## src/rtl/core/pal_pkg.sv

```systemverilog
`timescale 1ns / 1ps
// ----------------------------------------------------------------------------
// pal_pkg: shared types and defaults for the positional array list
// operation codes, status codes and the per-cell action broadcast
// ----------------------------------------------------------------------------
package pal_pkg;

	localparam int CAPACITY_DEF   = 16;
	localparam int ELEM_WIDTH_DEF = 32;

	// operation carried by each input transfer
	typedef enum logic [2:0] {
		OP_INSERT   = 3'd0,
		OP_DELETE   = 3'd1,
		OP_APPEND   = 3'd2,
		OP_GET_NEXT = 3'd3,
		OP_CLEAR    = 3'd4
	} op_t;

	// result status
	typedef enum logic [1:0] {
		ST_OK    = 2'd0,
		ST_RANGE = 2'd1,
		ST_FULL  = 2'd2
	} status_t;

	// action broadcast to every cell of the row
	typedef enum logic [2:0] {
		ACT_HOLD   = 3'd0,
		ACT_INSERT = 3'd1,
		ACT_DELETE = 3'd2,
		ACT_APPEND = 3'd3,
		ACT_CLEAR  = 3'd4
	} cell_act_t;

endpackage

```

## src/rtl/core/pal_cell.sv

```systemverilog
`timescale 1ns / 1ps
// ----------------------------------------------------------------------------
// pal_cell: one list entry
// holds one element and trades it with its neighbours on insert and delete
// ----------------------------------------------------------------------------
module pal_cell #(
	parameter int CAPACITY   = pal_pkg::CAPACITY_DEF,
	parameter int ELEM_WIDTH = pal_pkg::ELEM_WIDTH_DEF,
	parameter int IDX        = 0,
	localparam int IW        = (CAPACITY > 1) ? $clog2(CAPACITY) : 1
) (
	input  logic                  clk,
	input  logic                  arst_n,
	input  pal_pkg::cell_act_t    act,
	input  logic [IW-1:0]         tgt,
	input  logic [ELEM_WIDTH-1:0] new_elem,
	input  logic [ELEM_WIDTH-1:0] left_elem,
	input  logic [ELEM_WIDTH-1:0] right_elem,
	output logic [ELEM_WIDTH-1:0] elem
);
	import pal_pkg::*;

	localparam logic [IW-1:0] MY_IDX = IW'(IDX);

	logic [ELEM_WIDTH-1:0] elem_q;
	logic [ELEM_WIDTH-1:0] elem_d;

	always_comb begin
		elem_d = elem_q;
		case (act)
			ACT_INSERT: begin
				if (MY_IDX > tgt) begin
					elem_d = left_elem;
				end else if (MY_IDX == tgt) begin
					elem_d = new_elem;
				end
			end
			ACT_DELETE: begin
				if (MY_IDX >= tgt) begin
					elem_d = right_elem;
				end
			end
			ACT_APPEND: begin
				if (MY_IDX == tgt) begin
					elem_d = new_elem;
				end
			end
			ACT_CLEAR: begin
				elem_d = '0;
			end
			default: begin
				elem_d = elem_q;
			end
		endcase
	end

	always_ff @(posedge clk or negedge arst_n) begin
		if (!arst_n) begin
			elem_q <= '0;
		end else begin
			elem_q <= elem_d;
		end
	end

	assign elem = elem_q;

endmodule

```

## src/rtl/core/pal_ctrl.sv

```systemverilog
`timescale 1ns / 1ps
// ----------------------------------------------------------------------------
// pal_ctrl: operation decode and element count
// checks the position against the count, picks the cell action, keeps count
// ----------------------------------------------------------------------------
module pal_ctrl #(
	parameter int CAPACITY = pal_pkg::CAPACITY_DEF,
	localparam int IW      = (CAPACITY > 1) ? $clog2(CAPACITY) : 1,
	localparam int CW      = $clog2(CAPACITY + 1)
) (
	input  logic               clk,
	input  logic               arst_n,
	input  logic               fire,
	input  logic [2:0]         op,
	input  logic [4:0]         position,
	output pal_pkg::cell_act_t act,
	output logic [IW-1:0]      tgt,
	output logic               rd_en,
	output pal_pkg::status_t   status,
	output logic [CW-1:0]      count_next
);
	import pal_pkg::*;

	// compare width covers both the position field and the count
	localparam int PW = ((CW > 5) ? CW : 5) + 1;
	localparam logic [PW-1:0] CAP_W = PW'(CAPACITY);

	logic [CW-1:0] count_q;
	logic [PW-1:0] pos_w;
	logic [PW-1:0] cnt_w;
	cell_act_t     act_dec;

	assign pos_w = PW'(position);
	assign cnt_w = PW'(count_q);

	always_comb begin
		act_dec    = ACT_HOLD;
		tgt        = '0;
		rd_en      = 1'b0;
		status     = ST_OK;
		count_next = count_q;
		case (op_t'(op))
			OP_INSERT: begin
				if (pos_w == '0 || pos_w > cnt_w + PW'(1)) begin
					status = ST_RANGE;
				end else if (cnt_w >= CAP_W) begin
					status = ST_FULL;
				end else begin
					act_dec    = ACT_INSERT;
					tgt        = IW'(pos_w - PW'(1));
					count_next = count_q + CW'(1);
				end
			end
			OP_DELETE: begin
				if (pos_w == '0 || pos_w > cnt_w) begin
					status = ST_RANGE;
				end else begin
					act_dec    = ACT_DELETE;
					tgt        = IW'(pos_w - PW'(1));
					count_next = count_q - CW'(1);
				end
			end
			OP_APPEND: begin
				if (cnt_w >= CAP_W) begin
					status = ST_FULL;
				end else begin
					act_dec    = ACT_APPEND;
					tgt        = IW'(count_q);
					count_next = count_q + CW'(1);
				end
			end
			OP_GET_NEXT: begin
				if (pos_w == '0 || pos_w + PW'(1) > cnt_w) begin
					status = ST_RANGE;
				end else begin
					rd_en = 1'b1;
					tgt   = IW'(pos_w);
				end
			end
			OP_CLEAR: begin
				act_dec    = ACT_CLEAR;
				count_next = '0;
			end
			default: begin
				act_dec = ACT_HOLD;
			end
		endcase
	end

	// cells only move on an accepted transfer
	assign act = fire ? act_dec : ACT_HOLD;

	always_ff @(posedge clk or negedge arst_n) begin
		if (!arst_n) begin
			count_q <= '0;
		end else if (fire) begin
			count_q <= count_next;
		end
	end

endmodule

```

## src/rtl/core/positional_array_list.sv

```systemverilog
`timescale 1ns / 1ps
// ----------------------------------------------------------------------------
// positional_array_list: ordered list held in a row of shifting cells
// insert, delete, append, get next and clear on a 1-based position
// ----------------------------------------------------------------------------
//  channel  | direction | fields (lowest bit first)
//  s_*      | in        | op[2:0], position[7:3], value[39:8]
//  m_*      | out       | status[1:0], read_value[33:2], count[38:34], pad[39]
//
//  one transfer per cycle while s_tready is high: each cell loads from its left
//  or right neighbour, the new value or holds, all in the cycle the transfer is accepted
//  the result appears in the output register in the cycle after acceptance
//  s_tready is high while the output register is empty or being drained
//  reset empties the list and zeroes every cell; no clearing pass is needed
// ----------------------------------------------------------------------------
module positional_array_list #(
	parameter int CAPACITY   = pal_pkg::CAPACITY_DEF,
	parameter int ELEM_WIDTH = pal_pkg::ELEM_WIDTH_DEF
) (
	input  logic        clk,
	input  logic        arst_n,
	input  logic        s_tvalid,
	output logic        s_tready,
	input  logic [39:0] s_tdata,  // op[2:0], position[7:3], value[39:8]
	output logic        m_tvalid,
	input  logic        m_tready,
	output logic [39:0] m_tdata   // status[1:0], read_value[33:2], count[38:34], zero[39]
);
	import pal_pkg::*;

	localparam int IW = (CAPACITY > 1) ? $clog2(CAPACITY) : 1;
	localparam int CW = $clog2(CAPACITY + 1);

	// input fields
	logic [2:0]  in_op;
	logic [4:0]  in_pos;
	logic [31:0] in_value;
	logic [63:0] value_wide;
	logic [ELEM_WIDTH-1:0] new_elem;

	assign in_op    = s_tdata[2:0];
	assign in_pos   = s_tdata[7:3];
	assign in_value = s_tdata[39:8];
	// keep only the low ELEM_WIDTH bits of the value
	assign value_wide = 64'(in_value);
	assign new_elem   = value_wide[ELEM_WIDTH-1:0];

	logic fire;
	assign fire = s_tvalid & s_tready;

	// decode and count
	cell_act_t     act;
	logic [IW-1:0] tgt;
	logic          rd_en;
	status_t       status;
	logic [CW-1:0] count_next;

	pal_ctrl #(
		.CAPACITY (CAPACITY)
	) u_ctrl (
		.clk        (clk),
		.arst_n     (arst_n),
		.fire       (fire),
		.op         (in_op),
		.position   (in_pos),
		.act        (act),
		.tgt        (tgt),
		.rd_en      (rd_en),
		.status     (status),
		.count_next (count_next)
	);

	// row of cells, entry 0 on the left
	logic [ELEM_WIDTH-1:0] elem [CAPACITY];

	for (genvar i = 0; i < CAPACITY; i++) begin : g_cell
		logic [ELEM_WIDTH-1:0] left_elem;
		logic [ELEM_WIDTH-1:0] right_elem;

		if (i == 0) begin : g_first
			assign left_elem = '0;
		end else begin : g_mid_l
			assign left_elem = elem[i-1];
		end

		// the last cell takes zero when the list closes up
		if (i == CAPACITY - 1) begin : g_last
			assign right_elem = '0;
		end else begin : g_mid_r
			assign right_elem = elem[i+1];
		end

		pal_cell #(
			.CAPACITY   (CAPACITY),
			.ELEM_WIDTH (ELEM_WIDTH),
			.IDX        (i)
		) u_cell (
			.clk        (clk),
			.arst_n     (arst_n),
			.act        (act),
			.tgt        (tgt),
			.new_elem   (new_elem),
			.left_elem  (left_elem),
			.right_elem (right_elem),
			.elem       (elem[i])
		);
	end

	// get next reads the cell after the given position, before any update
	logic [ELEM_WIDTH-1:0] rd_elem;
	logic [63:0]           rd_wide;
	logic [31:0]           rd_value;

	assign rd_elem  = rd_en ? elem[tgt] : '0;
	assign rd_wide  = 64'(rd_elem);
	assign rd_value = rd_wide[31:0];

	// output register, refilled in the same cycle it drains
	logic        m_valid_q;
	logic [39:0] m_data_q;

	assign s_tready = ~m_valid_q | m_tready;

	always_ff @(posedge clk or negedge arst_n) begin
		if (!arst_n) begin
			m_valid_q <= 1'b0;
		end else if (fire) begin
			m_valid_q <= 1'b1;
		end else if (m_tready) begin
			m_valid_q <= 1'b0;
		end
	end

	always_ff @(posedge clk) begin
		if (fire) begin
			m_data_q <= {1'b0, 5'(count_next), rd_value, status};
		end
	end

	assign m_tvalid = m_valid_q;
	assign m_tdata  = m_data_q;

endmodule

```

## config.mk

```make
export PLATFORM = sky130hd
export DESIGN_NAME = positional_array_list
export DESIGN_NICKNAME = d
export VERILOG_FILES = /design/src/rtl/core/pal_pkg.sv /design/src/rtl/core/pal_cell.sv /design/src/rtl/core/pal_ctrl.sv /design/src/rtl/core/positional_array_list.sv
export SDC_FILE = /design/constraint.sdc
export NUM_CORES = 2
export LEC_CHECK = 0
export BUFFER_PORTS_ARGS = -buffer_cell sky130_fd_sc_hd__buf_4
export CORE_MARGIN = 4
export CORE_UTILIZATION = 40
export CTS_CLUSTER_SIZE = 12
export DETAILED_ROUTE_END_ITERATION = 16
export PLACE_DENSITY = 0.53
export SLEW_MARGIN = 25
export SYNTH_ARGS = -nofsm -noshare
export SYNTH_HDL_FRONTEND = slang
export SYNTH_SLANG_ARGS = --single-unit
```

## constraint.sdc

```tcl
create_clock -name clk -period 13.11 [get_ports clk]
set_clock_uncertainty 0.15 [all_clocks]
set_input_delay 2.622 -clock clk [delete_from_list [all_inputs] [get_ports clk]]
set_output_delay 2.622 -clock clk [all_outputs]
set_load 0.02 [all_outputs]
```

After elaboration in Yosys (flattened, before gate mapping)
Index checks and enable logic that the tools add are counted.
{"block": "word_totals", "reg_bits": 557, "latch_bits": 0, "ramBits": 0, "mem_bits_ro": 0, "inputBits": 44, "out_inout_bits": 42, "word_cells": 221, "mem_count": 0}
{"block": "op_classes", "add_sub_neg": 5, "n_mul": 0, "div": 0, "n_lt_le_gt_ge": 37, "n_eq_ne": 39, "n_shift": 0, "mux": 92, "bitwise": 4, "reduce_logical": 24}
{"op": "$pmux 32 s4", "count": 16}
{"op": "$mux 32", "count": 50}
{"op": "$bmux 32 s4", "count": 1}
{"op": "$eq 4x4->1 const A", "count": 8}
{"op": "$ge 4x4->1 const A", "count": 8}
{"op": "$gt 4x4->1 const A", "count": 8}
{"op": "$ne 2x1->1 const B", "count": 16}
{"op": "$reduce_and 2->1", "count": 16}
{"op": "$mux 4", "count": 5}
{"op": "$pmux 5 s4", "count": 1}
{"op": "$eq 3x4->1 const A", "count": 4}
{"op": "$ge 3x4->1 const A", "count": 4}
{"op": "$gt 3x4->1 const A", "count": 4}
{"op": "$pmux 4 s4", "count": 1}
{"op": "$mux 5", "count": 3}
{"op": "$add 5x1->6 const B", "count": 2}
{"op": "$eq 3x2->1 const B", "count": 4}
{"op": "$pmux 3 s4", "count": 1}
{"op": "$ge 5x5->1 const B", "count": 2}
{"op": "$eq 2x4->1 const A", "count": 2}
{"op": "$ge 1x4->1 const A", "count": 2}
{"op": "$ge 2x4->1 const A", "count": 2}
{"op": "$gt 1x4->1 const A", "count": 2}
{"op": "$gt 2x4->1 const A", "count": 2}
{"op": "23 further kinds", "count": 37}

Longest topological paths before layout
{"block": "depth", "depth_word": 9, "ltp_mapped": 18, "depth_no_buf": 14}

Hierarchy
From an unflattened synthesis, not the netlist that was laid out.
{"block": "hier_totals", "cells_unflattened": 5265, "area_unflattened_um2": 46622.2}
{"module": "positional_array_list", "instances": 1, "cells_per_inst": 593, "area_per_inst_um2": 5746.8, "seq_area_each_um2": 1196.1}
{"module": "pal_cell at g_cell[10].u_cell", "instances": 1, "cells_per_inst": 494, "area_per_inst_um2": 4077.7, "seq_area_each_um2": 800.8}
{"module": "pal_cell at g_cell[9].u_cell", "instances": 1, "cells_per_inst": 380, "area_per_inst_um2": 2959.1, "seq_area_each_um2": 800.8}
{"module": "pal_cell at g_cell[2].u_cell", "instances": 1, "cells_per_inst": 402, "area_per_inst_um2": 2875.3, "seq_area_each_um2": 800.8}
{"module": "pal_cell at g_cell[15].u_cell", "instances": 1, "cells_per_inst": 337, "area_per_inst_um2": 2697.6, "seq_area_each_um2": 800.8}
{"module": "pal_cell at g_cell[7].u_cell", "instances": 1, "cells_per_inst": 330, "area_per_inst_um2": 2645.0, "seq_area_each_um2": 800.8}
{"module": "pal_cell at g_cell[12].u_cell", "instances": 1, "cells_per_inst": 276, "area_per_inst_um2": 2640.0, "seq_area_each_um2": 800.8}
{"module": "pal_cell at g_cell[8].u_cell", "instances": 1, "cells_per_inst": 294, "area_per_inst_um2": 2610.0, "seq_area_each_um2": 800.8}
{"module": "pal_cell at g_cell[4].u_cell", "instances": 1, "cells_per_inst": 282, "area_per_inst_um2": 2542.4, "seq_area_each_um2": 800.8}
{"module": "pal_cell at g_cell[11].u_cell", "instances": 1, "cells_per_inst": 265, "area_per_inst_um2": 2437.3, "seq_area_each_um2": 800.8}
{"module": "pal_cell at g_cell[6].u_cell", "instances": 1, "cells_per_inst": 233, "area_per_inst_um2": 2299.7, "seq_area_each_um2": 800.8}
{"module": "pal_cell at g_cell[13].u_cell", "instances": 1, "cells_per_inst": 237, "area_per_inst_um2": 2170.8, "seq_area_each_um2": 800.8}
{"module": "pal_cell at g_cell[1].u_cell", "instances": 1, "cells_per_inst": 201, "area_per_inst_um2": 2140.8, "seq_area_each_um2": 800.8}
{"module": "pal_cell at g_cell[14].u_cell", "instances": 1, "cells_per_inst": 201, "area_per_inst_um2": 1918.1, "seq_area_each_um2": 800.8}
{"module": "4 more rows"}

Least setup slack after synthesis
OpenSTA, ideal clock, no wires.
{"block": "synth_timing", "path_kind": "input to register", "startpoint": "input port s_tdata[5]", "endpoint": "register m_data_q[15] (netlist: m_tdata[15]), data pin", "setup_time_ns": 0.270, "t_arrival_ns": 5.729, "slack_ns": 6.961, "stages": 15, "n_path_buf": 5, "cell_sequence": "buf_4 -> and3_1 -> xor2_1 -> ha_1 -> or2_2 -> o221ai_1 -> nand2_1 -> o221ai_1 -> buf_2 -> buf_2 -> buf_2 -> clkbuf_1 -> nand3_1 -> a32oi_1 -> a21oi_1"}
{"block": "synth_between", "elab_chain_len": 9}
{"element": "start, declared", "line": "positional_array_list.sv:24", "source": "input logic [39:0] s_tdata,"}
{"element": "$add 5x1->6", "line": "pal_ctrl.sv:73", "source": "if (pos_w == '0 || pos_w + PW'(1) > cnt_w) begin"}
{"element": "$gt 6x5->1", "line": "pal_ctrl.sv:73"}
{"element": "$logic_or 1x1->1", "line": "pal_ctrl.sv:73"}
{"element": "$mux 4", "line": "pal_ctrl.sv:73"}
{"element": "$pmux 4 s4", "line": "pal_ctrl.sv:42", "source": "case (op_t'(op))"}
{"element": "$not 4->5 (not written as such)", "line": "positional_array_list.sv:114", "source": "assign rd_elem = rd_en ? elem[tgt] : '0;"}
{"element": "$bmux 32 s4", "line": "positional_array_list.sv:114"}
{"element": "$mux 32 (not written as such) (2 in a row)", "line": "positional_array_list.sv:114"}
{"element": "end signal, assigned", "line": "positional_array_list.sv:136", "source": "m_data_q <= {1'b0, 5'(count_next), rd_value, status};"}
{"element": "end, declared", "line": "positional_array_list.sv:120", "source": "logic [39:0] m_data_q;"}
Several ways; a longest one is shown, not always the timed one. The select of a mux whose other input is x is not followed.
A chain may end at the register's enable or synchronous reset.

Worst setup path in the final report
{"block": "layout_timing", "startpoint": "input port s_tdata[4]", "endpoint": "register g_cell[2].u_cell.elem_q[16]"}
{"block": "layout_between", "elab_chain_len": 9}
{"element": "parallel branches: the longest is 9 deep, another holds $add 5x1->6"}
{"element": "end signal, assigned", "line": "pal_cell.sv:61", "source": "elem_q <= elem_d;"}
{"element": "end, declared", "line": "pal_cell.sv:25", "source": "logic [ELEM_WIDTH-1:0] elem_q;"}
Several ways; the timed one is not identified.

==> flow_summary.yaml <==
timing:
  finalSetupViolCount: 0
  layout_min_cycle_time_ns: 8.10
  hold_viol_final: 0
  fin_crit_sh_pct: 61.8
  max-slew-margin-rel_pct: 30.7
  rsz0062_at_grt: "false"
  drv_slew: 0
  fmax_mhz: 123
  setup_tns_ns: 0
  worst_pin_slew_ns: 1.04
flow_run:
  drv_cap: 0
logic_synthesis:
  synthCells: 5238
  ys_ff_latch: 557
  syn-cell-area_um2: 41200
  syn_nets: 5303
  synth_cell_types: 89
  syn_area_per_cell_um2: 7.86
  synth_edf_count: 39
  yosysSeqAreaShare_pct: 34.3
  synth_ff_type: "dfrtp_1"
  async_reset_ff_share_pct: 93.0
  yosysWarnings: 0
power:
  seqPwrFrac_pct: 40.8
  p_clk_share_pct: 23.7
  peakVddDrop_uv: 111
  p_sw_uw: 3610
  p_per_area_nw_per_um2: 193
  power_uw: 8680
  leakagePower_uw: 0.0182
  p_sw_share_pct: 41.6
  internal_power_uw: 5070
  pwr-share-comb_pct: 35.6
drt:
  drc: 0
  viasPerCell: 6.90
  avgRoutedWirePerCell_um: 28.9
  routed_wl_um: 183000
  final_antenna_net_count: 0
  drtPass1Iterations: 13
  dr_total_vias: 43700
  first_iter_violations: 5404
clock_tree:
  cts_tree: "done"
  cts_resized: 0
  cts_buffers: 73
  postCtsSetupRepairBufs: 0
  clk_pin_slew_ns: 0.06
  cts-htree-levels: 3
  cts_hold_buf: 0
  clock_sinks: 557
  root_buffer: "clkbuf_16"
  clock_latency_ns: 0.66
  clock_tree.buffer_depth: 3
worst_hold_path:
  hp-start: "g_cell[0].u_cell.elem[13]$_DFFE_PN0P_"
  worstHoldPathType: "register to register"
finish:
  layout_commonest_cell: "nand2_1"
  fin_cells: 6333
  mostFrequentLayoutCells: "nand2_1, dfrtp_1, o21ai_0"
  drive_gt1_share_pct: 9.33
  syn_to_final_growth_pct: 9.54
  num-nets-final: 4974
worst_setup_path:
  end_kind: "register"
  critical_path_arrival_ns: 8.48
  cp.required_ns: 13.49
  reg2reg_from: "u_ctrl.count_q[0]$_DFFE_PN0P_"
  crit_path_start: "s_tdata[4]"
  cp_max_fo: 47
  crit_path_start_kind: "input port"
  path_class: "input port to register"
global_route:
  overflow: 0
  grt_start_max_net_pins: 152
  antenna_found_initial: 5
  grt_pass1_wl_um: 277000
  track_usage_pct: 33.0
  grt_pass1_vias: 42000
placement:
  dp.cells: 6198
  gp_congestion: 0.893
  place_hpwl_um: 116000
  portBuffers: 84
floorplan:
  start_util_pct: 40.4
  core_um2: 102000
  die_y_um: 329
  die_area_um2: 108000
  rows: 117
  die_w_um: 329
  pin_count: 86
status:
  status: "completed"
==> per-layer routing <==
metal / up-vias / track usage (%) / routed length (um)
met5: - / 0 / 27
met4: 4 / 18.7 / 11600
met3: 464 / 4.89 / 13900
met2: 2207 / 50.7 / 81700
met1: 21900 / 44.3 / 75500
li1: 19100 / - / -
==> through the flow <==
step / util [%] / hold WS, ns / area, um2 / setup slack (ns)
global route: 44.2 / 0.362 / 45100 / 4.77
floorplan: - / 0.316 / 41200 / 6.96
CTS: 44.1 / 0.358 / 45000 / 5.14
finish: 44.2 / 0.354 / 45100 / 5.01
detailed placement: 41.8 / 0.341 / 42600 / 4.46
global placement: 41.7 / 0.339 / 42600 / 4.54
==> area by class of cell <==
cell class	instances	area (um2)
Inverter	26	98.8
Clock inverter	9	52.6
Antenna cell	1	2.50
Timing Repair Buffer	209	1760
Tap cell	1368	1710
Sequential cell	557	14100
Fill cell	10300	56900
Clock buffer	121	2310
Multi-Input combinational cell	4042	25000
==> power by group through the flow <==
stage | clock, uW | sequential, uW | combinational (uW)
final | 2050 | 3540 | 3090
after global routing | 2150 | 3650 | 3420
after CTS | 2080 | 3520 | 3050
after detailed placement | 0 | 3540 | 3050
after global placement | 0 | 3550 | 3000
after floorplan | 0 | 3140 | 2330
==> cells by family (layout without fill, tap and decap cells) <==
logic type               after synthesis  count (layout)  share of synthesized area (%)
XOR/XNOR                               7               7                          0.149
AND/OR/NAND/NOR                     1677            1677                           17.3
other                                  1               2                        0.00911
adder cells (fa/ha/maj)               21              21                          0.638
buffers and inverters                639             365                           6.14
multiplexers                         255             255                           6.76
flip-flops                           557             557                           34.3
AO/OA/AOI/OAI                       2081            2081                           34.7
==> critical path: stages <==
cell,delay (ns)
buf_4,0.14
inv_1,0.21
ha_1,0.38
ha_1,0.33
nand2b_1,0.08
a21oi_1,0.07
o221ai_1,0.49
nand2_2,0.07
buf_4,0.33
o221ai_4,0.23
buf_4,0.69
nand2_1,0.78
buf_4,0.50
nor2_1,0.76
o21ai_4,0.07
buf_4,0.33
a221o_1,0.35
==> state kept, by name (all words and copies together) (netlist names) <==
signal / count
g_cell.u_cell.elem: 512
m_tdata: 39
u_ctrl.count_q: 5
m_tvalid: 1
==> worst paths after layout <==
check	cells after the start	end	slack, ns
setup / recovery	17	g_cell[2].u_cell.elem[16]$_DFFE_PN0P_	5.01
hold / removal	1	g_cell[0].u_cell.elem[13]$_DFFE_PN0P_	0.35
setup reg to reg	16	g_cell[2].u_cell.elem[16]$_DFFE_PN0P_	6.63
hold reg to reg	1	g_cell[0].u_cell.elem[13]$_DFFE_PN0P_	0.35
max in group asynchronous	3	g_cell[9].u_cell.elem[11]$_DFFE_PN0P_	8.81
min in group asynchronous	1	g_cell[13].u_cell.elem[4]$_DFFE_PN0P_	1.88
==> synthesized netlist by cell type, types with 30 or more instances <==
cell type / count / area, um2
a211o_1: 70 / 613
a21o_1: 56 / 420
a21oi_1: 341 / 1710
a221o_1: 47 / 470
a222oi_1: 118 / 1180
a22o_1: 54 / 473
a22oi_1: 180 / 1350
a31oi_1: 204 / 1280
and3_1: 89 / 557
buf_1: 30 / 113
buf_2: 78 / 390
clkbuf_1: 498 / 1870
dfrtp_1: 518 / 13000
edfxtp_1: 39 / 1170
mux2_2: 35 / 394
mux2i_1: 205 / 2050
nand2_1: 916 / 3440
nand3_1: 245 / 1230
nor2_1: 317 / 1190
o211ai_1: 110 / 826
o21ai_0: 436 / 2180
o21ai_1: 66 / 330
o221ai_1: 35 / 307
o22a_1: 59 / 517
o22ai_1: 38 / 238
o2bb2ai_1: 64 / 561
or3_1: 40 / 250
Power figures use the tool's default switching activity.
